File: src/rtl/core/mmm_pkg.sv
// shared types, constants and helpers of the multirotor motor mixer
// depends on nothing; used by every file of the mixer
package mmm_pkg;

    // default motor capacity
    localparam int MAX_MOTORS_DEF = 8;

    // fixed field widths
    localparam int CMD_W   = 16;
    localparam int CNT_W   = 4;
    localparam int IDX_W   = 3;
    localparam int TABLE_W = 64;
    localparam int MASK_W  = 8;
    localparam int VAL_W   = 20;
    localparam int CFG_IDX_W = 3;

    // register indexes of the configuration port
    localparam logic [CFG_IDX_W-1:0] CFG_OUTPUT_MIN = 3'd0;
    localparam logic [CFG_IDX_W-1:0] CFG_OUTPUT_MAX = 3'd1;
    localparam logic [CFG_IDX_W-1:0] CFG_MOTOR_CNT  = 3'd2;
    localparam logic [CFG_IDX_W-1:0] CFG_X_TABLE    = 3'd3;
    localparam logic [CFG_IDX_W-1:0] CFG_Y_TABLE    = 3'd4;
    localparam logic [CFG_IDX_W-1:0] CFG_CW_MASK    = 3'd5;

    // reset values
    localparam logic [CMD_W-1:0] OUTPUT_MAX_RST = 16'd32767;
    localparam logic signed [VAL_W-1:0] MOST_NEG = {1'b1, {(VAL_W-1){1'b0}}};
    localparam logic [CMD_W-1:0] U16_MAX = 16'hFFFF;

    // per-cycle control of the shared mix unit
    typedef struct packed {
        logic [IDX_W-1:0] mul_idx;   // motor whose position feeds the multiplier
        logic             sel_y;     // 0: -roll * x, 1: pitch * y
        logic             acc_load;  // capture the first product
        logic             mix_load;  // sum, floor shift and yaw term
        logic             cw;        // motor spins clockwise
    } t_mix_ctrl;

    // signed q1.6 position of one motor from a packed table
    function automatic logic signed [7:0] table_byte(input logic [TABLE_W-1:0] tbl,
                                                     input logic [IDX_W-1:0] idx);
        return tbl[{idx, 3'b000} +: 8];
    endfunction

    // saturate a signed value to 0..65535
    function automatic logic [CMD_W-1:0] sat_u16(input logic signed [VAL_W:0] v);
        logic [CMD_W-1:0] res;
        if (v < 0) begin
            res = '0;
        end else if (v > $signed({{(VAL_W-CMD_W+1){1'b0}}, U16_MAX})) begin
            res = U16_MAX;
        end else begin
            res = v[CMD_W-1:0];
        end
        return res;
    endfunction

endpackage

File: src/rtl/core/multirotor_motor_mixer.sv
// top level of the multirotor motor mixer: registers, sequencer, motor store, output stage
// depends on mmm_pkg and mmm_mix_unit
//
// usage
//   input channel: throttle, yaw, pitch and roll of one command set; a request is
//   taken when i_in_valid is high and o_in_stall is low. o_in_stall stays high from
//   a taken request until the last motor result of that set has been delivered.
//   output channel: one result per motor in index order (motor 0 first), with
//   o_last on the final motor; a result is delivered when o_out_valid is high and
//   i_out_stall is low. a command set with zero motors in use gives no result.
//   configuration channel: i_cfg_index / i_cfg_data written when i_cfg_valid and
//   o_cfg_ready are high; o_cfg_ready is always high; indexes past the list are
//   ignored. write only while the block is idle.
//   flow: one shared multiplier forms the x and then the y product of each motor, so
//   the mix pass handles the motors one after another; the S_ADJ state then finds the
//   excess over output_max, and the output pass reads the motor store ahead of the
//   result register and gives one result per cycle while i_out_stall is low.
//   a stalled result holds its value; the read ahead waits behind it.
//   reset (synchronous, active low) restores the register defaults and empties
//   the output stage; the block is ready in the cycle after reset.
module multirotor_motor_mixer #(
    parameter int MAX_MOTORS = mmm_pkg::MAX_MOTORS_DEF
) (
    input  logic                               i_clk,
    input  logic                               i_rst_n,
    // command request
    input  logic                               i_in_valid,
    output logic                               o_in_stall,
    input  logic [mmm_pkg::CMD_W-1:0]          i_throttle,
    input  logic signed [mmm_pkg::CMD_W-1:0]   i_yaw_cmd,
    input  logic signed [mmm_pkg::CMD_W-1:0]   i_pitch_cmd,
    input  logic signed [mmm_pkg::CMD_W-1:0]   i_roll_cmd,
    // motor results
    output logic                               o_out_valid,
    input  logic                               i_out_stall,
    output logic [mmm_pkg::IDX_W-1:0]          o_motor_index,
    output logic [mmm_pkg::CMD_W-1:0]          o_motor_output,
    output logic                               o_last,
    // configuration writes
    input  logic                               i_cfg_valid,
    output logic                               o_cfg_ready,
    input  logic [mmm_pkg::CFG_IDX_W-1:0]      i_cfg_index,
    input  logic [mmm_pkg::TABLE_W-1:0]        i_cfg_data
);

    localparam int ADDR_W = (MAX_MOTORS > 1) ? $clog2(MAX_MOTORS) : 1;

    localparam logic [1:0] S_IDLE = 2'd0;
    localparam logic [1:0] S_MIX  = 2'd1;
    localparam logic [1:0] S_ADJ  = 2'd2;
    localparam logic [1:0] S_OUT  = 2'd3;

    logic [1:0]                        r_state;
    logic [1:0]                        n_state;

    // configuration registers
    logic [mmm_pkg::CMD_W-1:0]         r_output_min;
    logic [mmm_pkg::CMD_W-1:0]         r_output_max;
    logic [mmm_pkg::CNT_W-1:0]         r_motor_count;
    logic [mmm_pkg::TABLE_W-1:0]       r_x_table;
    logic [mmm_pkg::TABLE_W-1:0]       r_y_table;
    logic [mmm_pkg::MASK_W-1:0]        r_cw_mask;

    // per request operands
    logic [mmm_pkg::CNT_W-1:0]         r_n;
    logic signed [mmm_pkg::CMD_W:0]    r_neg_roll;
    logic signed [mmm_pkg::CMD_W-1:0]  r_pitch;
    logic signed [mmm_pkg::CMD_W-1:0]  r_yaw;
    logic [mmm_pkg::CMD_W-1:0]         r_dyn;
    logic [mmm_pkg::CMD_W-1:0]         r_base;

    logic [mmm_pkg::CNT_W:0]           r_c;
    logic signed [mmm_pkg::VAL_W-1:0]  r_largest;
    logic [mmm_pkg::VAL_W-1:0]         r_excess;
    logic signed [mmm_pkg::VAL_W-1:0]  r_mem [MAX_MOTORS];
    logic signed [mmm_pkg::VAL_W-1:0]  r_rd;
    logic                              r_rd_v;
    logic [mmm_pkg::CNT_W-1:0]         r_rk;
    logic [mmm_pkg::CNT_W-1:0]         r_ld;
    logic                              r_out_valid;
    logic [mmm_pkg::IDX_W-1:0]         r_out_idx;
    logic [mmm_pkg::CMD_W-1:0]         r_out_val;
    logic                              r_out_last;

    logic                              in_take;
    logic                              out_take;
    logic                              rd_fire;
    logic                              ld_fire;
    logic [mmm_pkg::CNT_W-1:0]         n_eff;
    logic [mmm_pkg::CMD_W-1:0]         low_room;
    logic [mmm_pkg::CMD_W-1:0]         half_span;
    logic [mmm_pkg::CNT_W-1:0]         c_half;
    logic [mmm_pkg::CNT_W-1:0]         c_prev;
    logic                              mix_done;
    logic                              wr_en;
    logic                              cfg_take;
    mmm_pkg::t_mix_ctrl                mix_ctrl;
    logic signed [mmm_pkg::VAL_W-1:0]  mix_value;
    logic signed [mmm_pkg::VAL_W:0]    adj_value;

    assign o_cfg_ready = 1'b1;
    assign cfg_take    = i_cfg_valid && o_cfg_ready;
    assign in_take     = i_in_valid && !o_in_stall;
    assign out_take    = r_out_valid && !i_out_stall;
    assign o_in_stall  = (r_state != S_IDLE);

    // configuration register writes
    always_ff @(posedge i_clk) begin
        if (!i_rst_n) begin
            r_output_min  <= '0;
            r_output_max  <= mmm_pkg::OUTPUT_MAX_RST;
            r_motor_count <= '0;
            r_x_table     <= '0;
            r_y_table     <= '0;
            r_cw_mask     <= '0;
        end else if (cfg_take) begin
            unique case (i_cfg_index)
                mmm_pkg::CFG_OUTPUT_MIN: r_output_min  <= i_cfg_data[mmm_pkg::CMD_W-1:0];
                mmm_pkg::CFG_OUTPUT_MAX: r_output_max  <= i_cfg_data[mmm_pkg::CMD_W-1:0];
                mmm_pkg::CFG_MOTOR_CNT:  r_motor_count <= i_cfg_data[mmm_pkg::CNT_W-1:0];
                mmm_pkg::CFG_X_TABLE:    r_x_table     <= i_cfg_data;
                mmm_pkg::CFG_Y_TABLE:    r_y_table     <= i_cfg_data;
                mmm_pkg::CFG_CW_MASK:    r_cw_mask     <= i_cfg_data[mmm_pkg::MASK_W-1:0];
                default: ;
            endcase
        end
    end

    // motor count limit, dynamic range and base level of a new request
    always_comb begin
        n_eff = (r_motor_count > mmm_pkg::CNT_W'(MAX_MOTORS)) ?
                mmm_pkg::CNT_W'(MAX_MOTORS) : r_motor_count;
        low_room  = (i_throttle > r_output_min) ? (i_throttle - r_output_min) : '0;
        half_span = (r_output_max > r_output_min) ?
                    ((r_output_max - r_output_min) >> 1) : '0;
    end

    always_ff @(posedge i_clk) begin
        if (in_take) begin
            r_n        <= n_eff;
            r_neg_roll <= -{i_roll_cmd[mmm_pkg::CMD_W-1], i_roll_cmd};
            r_pitch    <= i_pitch_cmd;
            r_yaw      <= i_yaw_cmd;
            r_dyn      <= (low_room < half_span) ? low_room : half_span;
            r_base     <= (i_throttle > r_output_min) ? i_throttle : r_output_min;
        end
    end

    // mix pass schedule: even cycles x product, odd cycles y product
    always_comb begin
        c_half   = r_c[mmm_pkg::CNT_W:1];
        c_prev   = c_half - 4'd1;
        mix_done = (r_c == {r_n, 1'b1});
        mix_ctrl.mul_idx  = c_half[mmm_pkg::IDX_W-1:0];
        mix_ctrl.sel_y    = r_c[0];
        mix_ctrl.acc_load = (r_state == S_MIX) && r_c[0];
        mix_ctrl.mix_load = (r_state == S_MIX) && !r_c[0] && (c_half != '0);
        mix_ctrl.cw       = r_cw_mask[c_prev[mmm_pkg::IDX_W-1:0]];
        wr_en = (r_state == S_MIX) && r_c[0] && (c_half != '0);
    end

    mmm_mix_unit u_mix (
        .i_clk      (i_clk),
        .i_ctrl     (mix_ctrl),
        .i_neg_roll (r_neg_roll),
        .i_pitch    (r_pitch),
        .i_yaw      (r_yaw),
        .i_x_table  (r_x_table),
        .i_y_table  (r_y_table),
        .i_dyn      (r_dyn),
        .i_base     (r_base),
        .o_value    (mix_value)
    );

    // sequencer
    always_comb begin
        n_state = r_state;
        unique case (r_state)
            S_IDLE: if (in_take && (n_eff != '0)) n_state = S_MIX;
            S_MIX:  if (mix_done) n_state = S_ADJ;
            S_ADJ:  n_state = S_OUT;
            S_OUT:  if (out_take && r_out_last) n_state = S_IDLE;
            default: n_state = S_IDLE;
        endcase
    end

    always_ff @(posedge i_clk) begin
        if (!i_rst_n) begin
            r_state <= S_IDLE;
        end else begin
            r_state <= n_state;
        end
    end

    // mix cycle counter
    always_ff @(posedge i_clk) begin
        if (!i_rst_n) begin
            r_c <= '0;
        end else if (in_take || (r_state != S_MIX)) begin
            r_c <= '0;
        end else begin
            r_c <= r_c + 5'd1;
        end
    end

    // motor store and largest value
    always_ff @(posedge i_clk) begin
        if (wr_en) begin
            r_mem[c_prev[ADDR_W-1:0]] <= mix_value;
        end
    end

    always_ff @(posedge i_clk) begin
        if (!i_rst_n) begin
            r_largest <= mmm_pkg::MOST_NEG;
        end else if (in_take) begin
            r_largest <= mmm_pkg::MOST_NEG;
        end else if (wr_en && (mix_value > r_largest)) begin
            r_largest <= mix_value;
        end
    end

    // excess over the top of the output range
    always_ff @(posedge i_clk) begin
        if (r_state == S_ADJ) begin
            if (r_largest > $signed({{(mmm_pkg::VAL_W-mmm_pkg::CMD_W){1'b0}}, r_output_max}))
            begin
                r_excess <= r_largest
                          - {{(mmm_pkg::VAL_W-mmm_pkg::CMD_W){1'b0}}, r_output_max};
            end else begin
                r_excess <= '0;
            end
        end
    end

    // output pass: read ahead one entry, load the result register when free
    assign ld_fire = (r_state == S_OUT) && r_rd_v && (!r_out_valid || out_take);
    assign rd_fire = (r_state == S_OUT) && (r_rk < r_n) && (!r_rd_v || ld_fire);
    assign adj_value = {r_rd[mmm_pkg::VAL_W-1], r_rd} - {1'b0, r_excess};

    always_ff @(posedge i_clk) begin
        if (rd_fire) begin
            r_rd <= r_mem[r_rk[ADDR_W-1:0]];
        end
        if (ld_fire) begin
            r_out_idx  <= r_ld[mmm_pkg::IDX_W-1:0];
            r_out_val  <= mmm_pkg::sat_u16(adj_value);
            r_out_last <= (r_ld == (r_n - 4'd1));
        end
    end

    always_ff @(posedge i_clk) begin
        if (!i_rst_n) begin
            r_rd_v      <= 1'b0;
            r_rk        <= '0;
            r_ld        <= '0;
            r_out_valid <= 1'b0;
        end else if (r_state != S_OUT) begin
            r_rd_v      <= 1'b0;
            r_rk        <= '0;
            r_ld        <= '0;
            r_out_valid <= 1'b0;
        end else begin
            if (rd_fire) begin
                r_rd_v <= 1'b1;
                r_rk   <= r_rk + 4'd1;
            end else if (ld_fire) begin
                r_rd_v <= 1'b0;
            end
            if (ld_fire) begin
                r_ld        <= r_ld + 4'd1;
                r_out_valid <= 1'b1;
            end else if (out_take) begin
                r_out_valid <= 1'b0;
            end
        end
    end

    assign o_out_valid    = r_out_valid;
    assign o_motor_index  = r_out_idx;
    assign o_motor_output = r_out_val;
    assign o_last         = r_out_last;

endmodule

File: src/rtl/core/mmm_mix_unit.sv
// shared multiply, accumulate and clamp datapath of the motor mixer
// depends on mmm_pkg; driven cycle by cycle by the sequencer in the top level
module mmm_mix_unit (
    input  logic                                  i_clk,
    input  mmm_pkg::t_mix_ctrl                    i_ctrl,
    input  logic signed [mmm_pkg::CMD_W:0]        i_neg_roll,
    input  logic signed [mmm_pkg::CMD_W-1:0]      i_pitch,
    input  logic signed [mmm_pkg::CMD_W-1:0]      i_yaw,
    input  logic [mmm_pkg::TABLE_W-1:0]           i_x_table,
    input  logic [mmm_pkg::TABLE_W-1:0]           i_y_table,
    input  logic [mmm_pkg::CMD_W-1:0]             i_dyn,
    input  logic [mmm_pkg::CMD_W-1:0]             i_base,
    output logic signed [mmm_pkg::VAL_W-1:0]      o_value
);

    logic signed [mmm_pkg::CMD_W:0]   mul_a;
    logic signed [7:0]                mul_b;
    logic signed [24:0]               mul_p;
    logic signed [24:0]               r_prod;
    logic signed [24:0]               r_acc;
    logic signed [25:0]               sum;
    logic signed [mmm_pkg::VAL_W-1:0] floor_term;
    logic signed [mmm_pkg::VAL_W:0]   yaw_ext;
    logic signed [mmm_pkg::VAL_W:0]   n_mix;
    logic signed [mmm_pkg::VAL_W:0]   r_mix;
    logic signed [mmm_pkg::VAL_W:0]   dyn_pos;
    logic signed [mmm_pkg::VAL_W:0]   dyn_neg;
    logic signed [mmm_pkg::VAL_W:0]   clamped;
    logic signed [mmm_pkg::VAL_W:0]   with_base;

    // shared multiplier: one position product per cycle
    always_comb begin
        if (i_ctrl.sel_y) begin
            mul_a = {i_pitch[mmm_pkg::CMD_W-1], i_pitch};
            mul_b = mmm_pkg::table_byte(i_y_table, i_ctrl.mul_idx);
        end else begin
            mul_a = i_neg_roll;
            mul_b = mmm_pkg::table_byte(i_x_table, i_ctrl.mul_idx);
        end
        mul_p = mul_a * mul_b;
    end

    always_ff @(posedge i_clk) begin
        r_prod <= mul_p;
        if (i_ctrl.acc_load) begin
            r_acc <= r_prod;
        end
    end

    // sum of both products, floor division by 64, then yaw by spin direction
    always_comb begin
        sum        = {r_acc[24], r_acc} + {r_prod[24], r_prod};
        floor_term = sum[25:6];
        yaw_ext    = {{(mmm_pkg::VAL_W+1-mmm_pkg::CMD_W){i_yaw[mmm_pkg::CMD_W-1]}}, i_yaw};
        if (i_ctrl.cw) begin
            n_mix = {floor_term[mmm_pkg::VAL_W-1], floor_term} + yaw_ext;
        end else begin
            n_mix = {floor_term[mmm_pkg::VAL_W-1], floor_term} - yaw_ext;
        end
    end

    always_ff @(posedge i_clk) begin
        if (i_ctrl.mix_load) begin
            r_mix <= n_mix;
        end
    end

    // clamp to the dynamic range and lift by the base level
    always_comb begin
        dyn_pos = {{(mmm_pkg::VAL_W+1-mmm_pkg::CMD_W){1'b0}}, i_dyn};
        dyn_neg = -dyn_pos;
        if (r_mix > dyn_pos) begin
            clamped = dyn_pos;
        end else if (r_mix < dyn_neg) begin
            clamped = dyn_neg;
        end else begin
            clamped = r_mix;
        end
        with_base = clamped + {{(mmm_pkg::VAL_W+1-mmm_pkg::CMD_W){1'b0}}, i_base};
        o_value   = with_base[mmm_pkg::VAL_W-1:0];
    end

endmodule

File: config.mk
export PLATFORM = sky130hd
export DESIGN_NAME = multirotor_motor_mixer
export DESIGN_NICKNAME = d
export VERILOG_FILES = /design/src/rtl/core/mmm_pkg.sv /design/src/rtl/core/multirotor_motor_mixer.sv /design/src/rtl/core/mmm_mix_unit.sv
export SDC_FILE = /design/constraint.sdc
export NUM_CORES = 2
export LEC_CHECK = 0
export ABC_CLOCK_PERIOD_IN_PS = 7800
export BUFFER_PORTS_ARGS = -buffer_cell sky130_fd_sc_hd__buf_4
export CORE_ASPECT_RATIO = 0.8
export CORE_UTILIZATION = 40
export DETAILED_ROUTE_END_ITERATION = 12
export PLACE_DENSITY = 0.57
export SETUP_SLACK_MARGIN = 0.05
export SLEW_MARGIN = 20
export SYNTH_ARGS = -nofsm -noshare
export SYNTH_HDL_FRONTEND = slang
export SYNTH_HIERARCHICAL = 1
export SYNTH_SLANG_ARGS = --single-unit
File: constraint.sdc
create_clock -name i_clk -period 7.8 [get_ports i_clk]
set_input_delay 0.39 -clock i_clk [delete_from_list [all_inputs] [get_ports i_clk]]
set_output_delay 0.39 -clock i_clk [all_outputs]
set_load 0.01 [all_outputs]
==> out/results.txt <==
final RePlAce weighted congestion: 0.889
Data required, critical path: 8300 ps
DRC viols: 0
Avg Vias per Cell: 5.16
asr flop ratio synth: 0%
Worst-path clk slew: 60 ps
post-synthesis sequential area ratio: 42.8%
Worst Path Max Fanout: 8
FF+latch count, synth: 585
grt ovf: 0
H-tree depth: 3
Synth Cell Area: 0.0356 mm²
PwrDens: 233 mW/mm²
Most used DFF post-synth: edfxtp_1
RSZ-0062 raised after global routing: yes
CTS Sinks: 585
Initial Util: 40.5%
Worst Hold Class: in2reg
post-synth top area share: 29.6%
Yosys warnings: 6
DP HPWL: 64,000 µm
later-pin clock latency in the skew report: 620 ps
FF/Latch Area: 0.0152 mm²
Static Leak: 16.7 nW
Slew @ Worst Pin: 1040 ps
critical path capture point type: register
layout cells sized above 1: 16.0%
CP peak stage delay: 580 ps
Synth area leader: edfxtp_1
final hold slack: 37.3 ps
first-pass GRT wire length: 139,000 µm
hold_sp: i_cfg_data[27]
Worst slew margin: 30.3%
Power, Total: 0.00981 W
worst flop-to-flop path endpoint: r_largest[19]$_SDFFE_PP1P_
synth cell count leaders: 478 x nand2_1, 351 x edfxtp_1, 305 x inv_1, 294 x a21oi_1, 278 x nor2_1
Crit Path Class: reg2reg
post-layout util: 47.9%
number of synthesized flops with an enable pin: 351
f_max: 134 MHz
Worst Hold End: r_y_table[27]$_SDFFE_PN0P_
Inserted Clock Buffers: 67
FILL cells: 8,243
nets: 4,275
# IOs: 159
Synth area leaders: edfxtp_1 30%, dfxtp_1 13%, ha_1 9.2%, fa_1 6.5%, nand2_1 5.0%
Critical Path Source Type: register
status: finished clean
die area: 0.0902 mm²
final number of hold-violating endpoints: 0
minimum clock period: 7470 ps
Worst Path Arrival: 7970 ps
fin. max-slew vios: 0
most common cell in the netlist: nand2_1
vias in the first global route: 25,200
row count: 97
Final period util: 95.8%
reg2reg setup slack: 330 ps
clock root cell: clkbuf_16
Final setup viols: 0
Wirelength per Cell: 17.6 µm
Chip Width: 336 µm
reg2reg path depth: 38
MaxCap Viol Count: 0
clk_skew: 22.9 ps
hold path depth: 3
via count: 25,800
Netlist cell types: 91
area grow syn2layout: 18.1%
final WL: 88,300 µm
slowest stage cell, crit path: or4_4
drt pass-1 iters: 5
Mapped Cells: 3,475
VDD IR max: 0.000182 V
Port Buffers: 157
Multi-input gate area: 0.0192 mm²
GRT Util Overall: 19.6%
DIE HEIGHT: 269 µm
core area: 0.0879 mm²
syn_area_per_cell: 10.2 µm²
ANT nets after route: 0
DRT iter0 DRCs: 1,596
largest net degree at the start of global routing: 92
Synth Net Count: 3,989
CTS Buffer Depth: 3
worst r2r src: r_dyn[0]$_DFFE_PP_
CTS tree: built
initial antenna violation count: 8
==> final cells by class <==
| class | count | area share [%] |
|---|---|---|
| antenna | 3 | 0.0179 |
| clock buffer | 93 | 4.52 |
| clock inverter | 31 | 0.836 |
| inverter | 306 | 2.74 |
| multi-input combinational | 2466 | 45.6 |
| sequential | 585 | 36.2 |
| tap | 1188 | 3.53 |
| timing repair buffer | 335 | 6.55 |
==> placed cells by master (no fill, tap or decap), types with 7 or more instances in the layout <==
| cell type | instances |
|---|---|
| o211ai_1 | 30 |
| a211oi_1 | 19 |
| a21oi_2 | 16 |
| or3_1 | 22 |
| xnor2_1 | 113 |
| clkinv_2 | 7 |
| o21ai_0 | 93 |
| nand2_1 | 476 |
| or2_2 | 23 |
| xor2_1 | 59 |
| and2_1 | 8 |
| o21bai_1 | 9 |
| dfxtp_1 | 230 |
| dlygate4sd3_1 | 67 |
| inv_1 | 303 |
| nor2_1 | 269 |
| mux2_2 | 36 |
| o21ai_2 | 7 |
| nor3_1 | 56 |
| nand4_1 | 21 |
| o21a_1 | 29 |
| a21oi_1 | 288 |
| nand3_1 | 43 |
| ha_1 | 259 |
| nor4_1 | 13 |
| edfxtp_1 | 351 |
| clkbuf_1 | 16 |
| a31oi_1 | 9 |
| fa_1 | 114 |
| buf_4 | 259 |
| mux4_2 | 74 |
| nor2b_1 | 47 |
| o21ai_1 | 21 |
| and3_1 | 7 |
| a21o_1 | 51 |
| clkbuf_16 | 70 |
| mux2i_1 | 64 |
| nand2b_1 | 27 |
==> how the worst max path moves through the flow <==
stage | start | end | slack (ps)
after floorplan | r_dyn[0]$_DFFE_PP_ | r_largest[6]$_SDFFE_PP0P_ | 70
after global placement | r_dyn[0]$_DFFE_PP_ | r_largest[1]$_SDFFE_PP0P_ | 70
final | r_dyn[0]$_DFFE_PP_ | r_largest[19]$_SDFFE_PP1P_ | 330
after global routing | r_dyn[1]$_DFFE_PP_ | r_largest[5]$_SDFFE_PP0P_ | -140
after detailed placement | r_dyn[0]$_DFFE_PP_ | r_largest[18]$_SDFFE_PP0P_ | -30
after CTS | r_dyn[0]$_DFFE_PP_ | r_largest[2]$_SDFFE_PP0P_ | 60
==> per-layer routing <==
metal	GRT usage (%)	vias up	wire length, µm
met5	0	-	77
met1	27.4	12400	41700
met4	5.01	12	1750
li1	-	12800	-
met3	3.70	115	4570
met2	31.2	484	40200
==> logic make-up (layout without fill, tap and decap cells) <==
kind of cell / Yosys count / after routing / synth area share (%)
simple gates: 1066 / 1066 / 13.3
compound gates: 669 / 669 / 11.7
flops: 585 / 585 / 42.8
buf+inv: 424 / 765 / 4.54
fa+ha+maj: 378 / 378 / 15.7
mux: 176 / 176 / 7.68
xor+xnor: 175 / 175 / 4.33
other cells: 2 / 5 / 0.0211
==> critical path: cells and delay by family, from the launching register on <==
family	cells	cell delay, ps
AOI/OAI and AO/OA	15	2190
adders and majority gates	3	840
and+or+nand+nor	12	2730
buffers and inverters	7	1010
xor gates and xnor gates	1	170
DFF	1	420
==> report_power, final <==
part	switching, W	leakage (nW)	internal, W	total, W
Combinational	0.00162	10.4	0.00113	0.00276
Sequential	0.000125	5.12	0.00369	0.00382
Clock	0.00134	1.10	0.00189	0.00323
Total	0.00309	16.7	0.00672	0.00981
==> through the flow <==
step	worst slack, ps	setup TNS [ps]	cells	instance area, µm²
finish	326	0	5007	42100
global route	-137	-1360	5005	42100
CTS	63.4	0	4987	41700
detailed placement	-30.1	-335	4791	38600
global placement	69.3	0	4791	38600
floorplan	68.0	0	3475	35600
==> registers in the layout, indices dropped and copies added (netlist names), 17 cells and up <==
signal	cells
r_mem	160
r_x_table	64
r_y_table	64
u_mix/r_acc	25
u_mix/r_prod	25
u_mix/r_mix	21
r_excess	20
r_largest	20
r_rd	20
r_neg_roll	17
==> timing repair <==
item,in CTS,in global routing
setup endpoints to repair,20,20
hold buffers,67,0
pin swaps,4,39
resized for setup,12,62
setup buffers,4,17
endpoints found under the hold margin,87,0
cloned,1,0
Power figures use the tool's default switching activity.
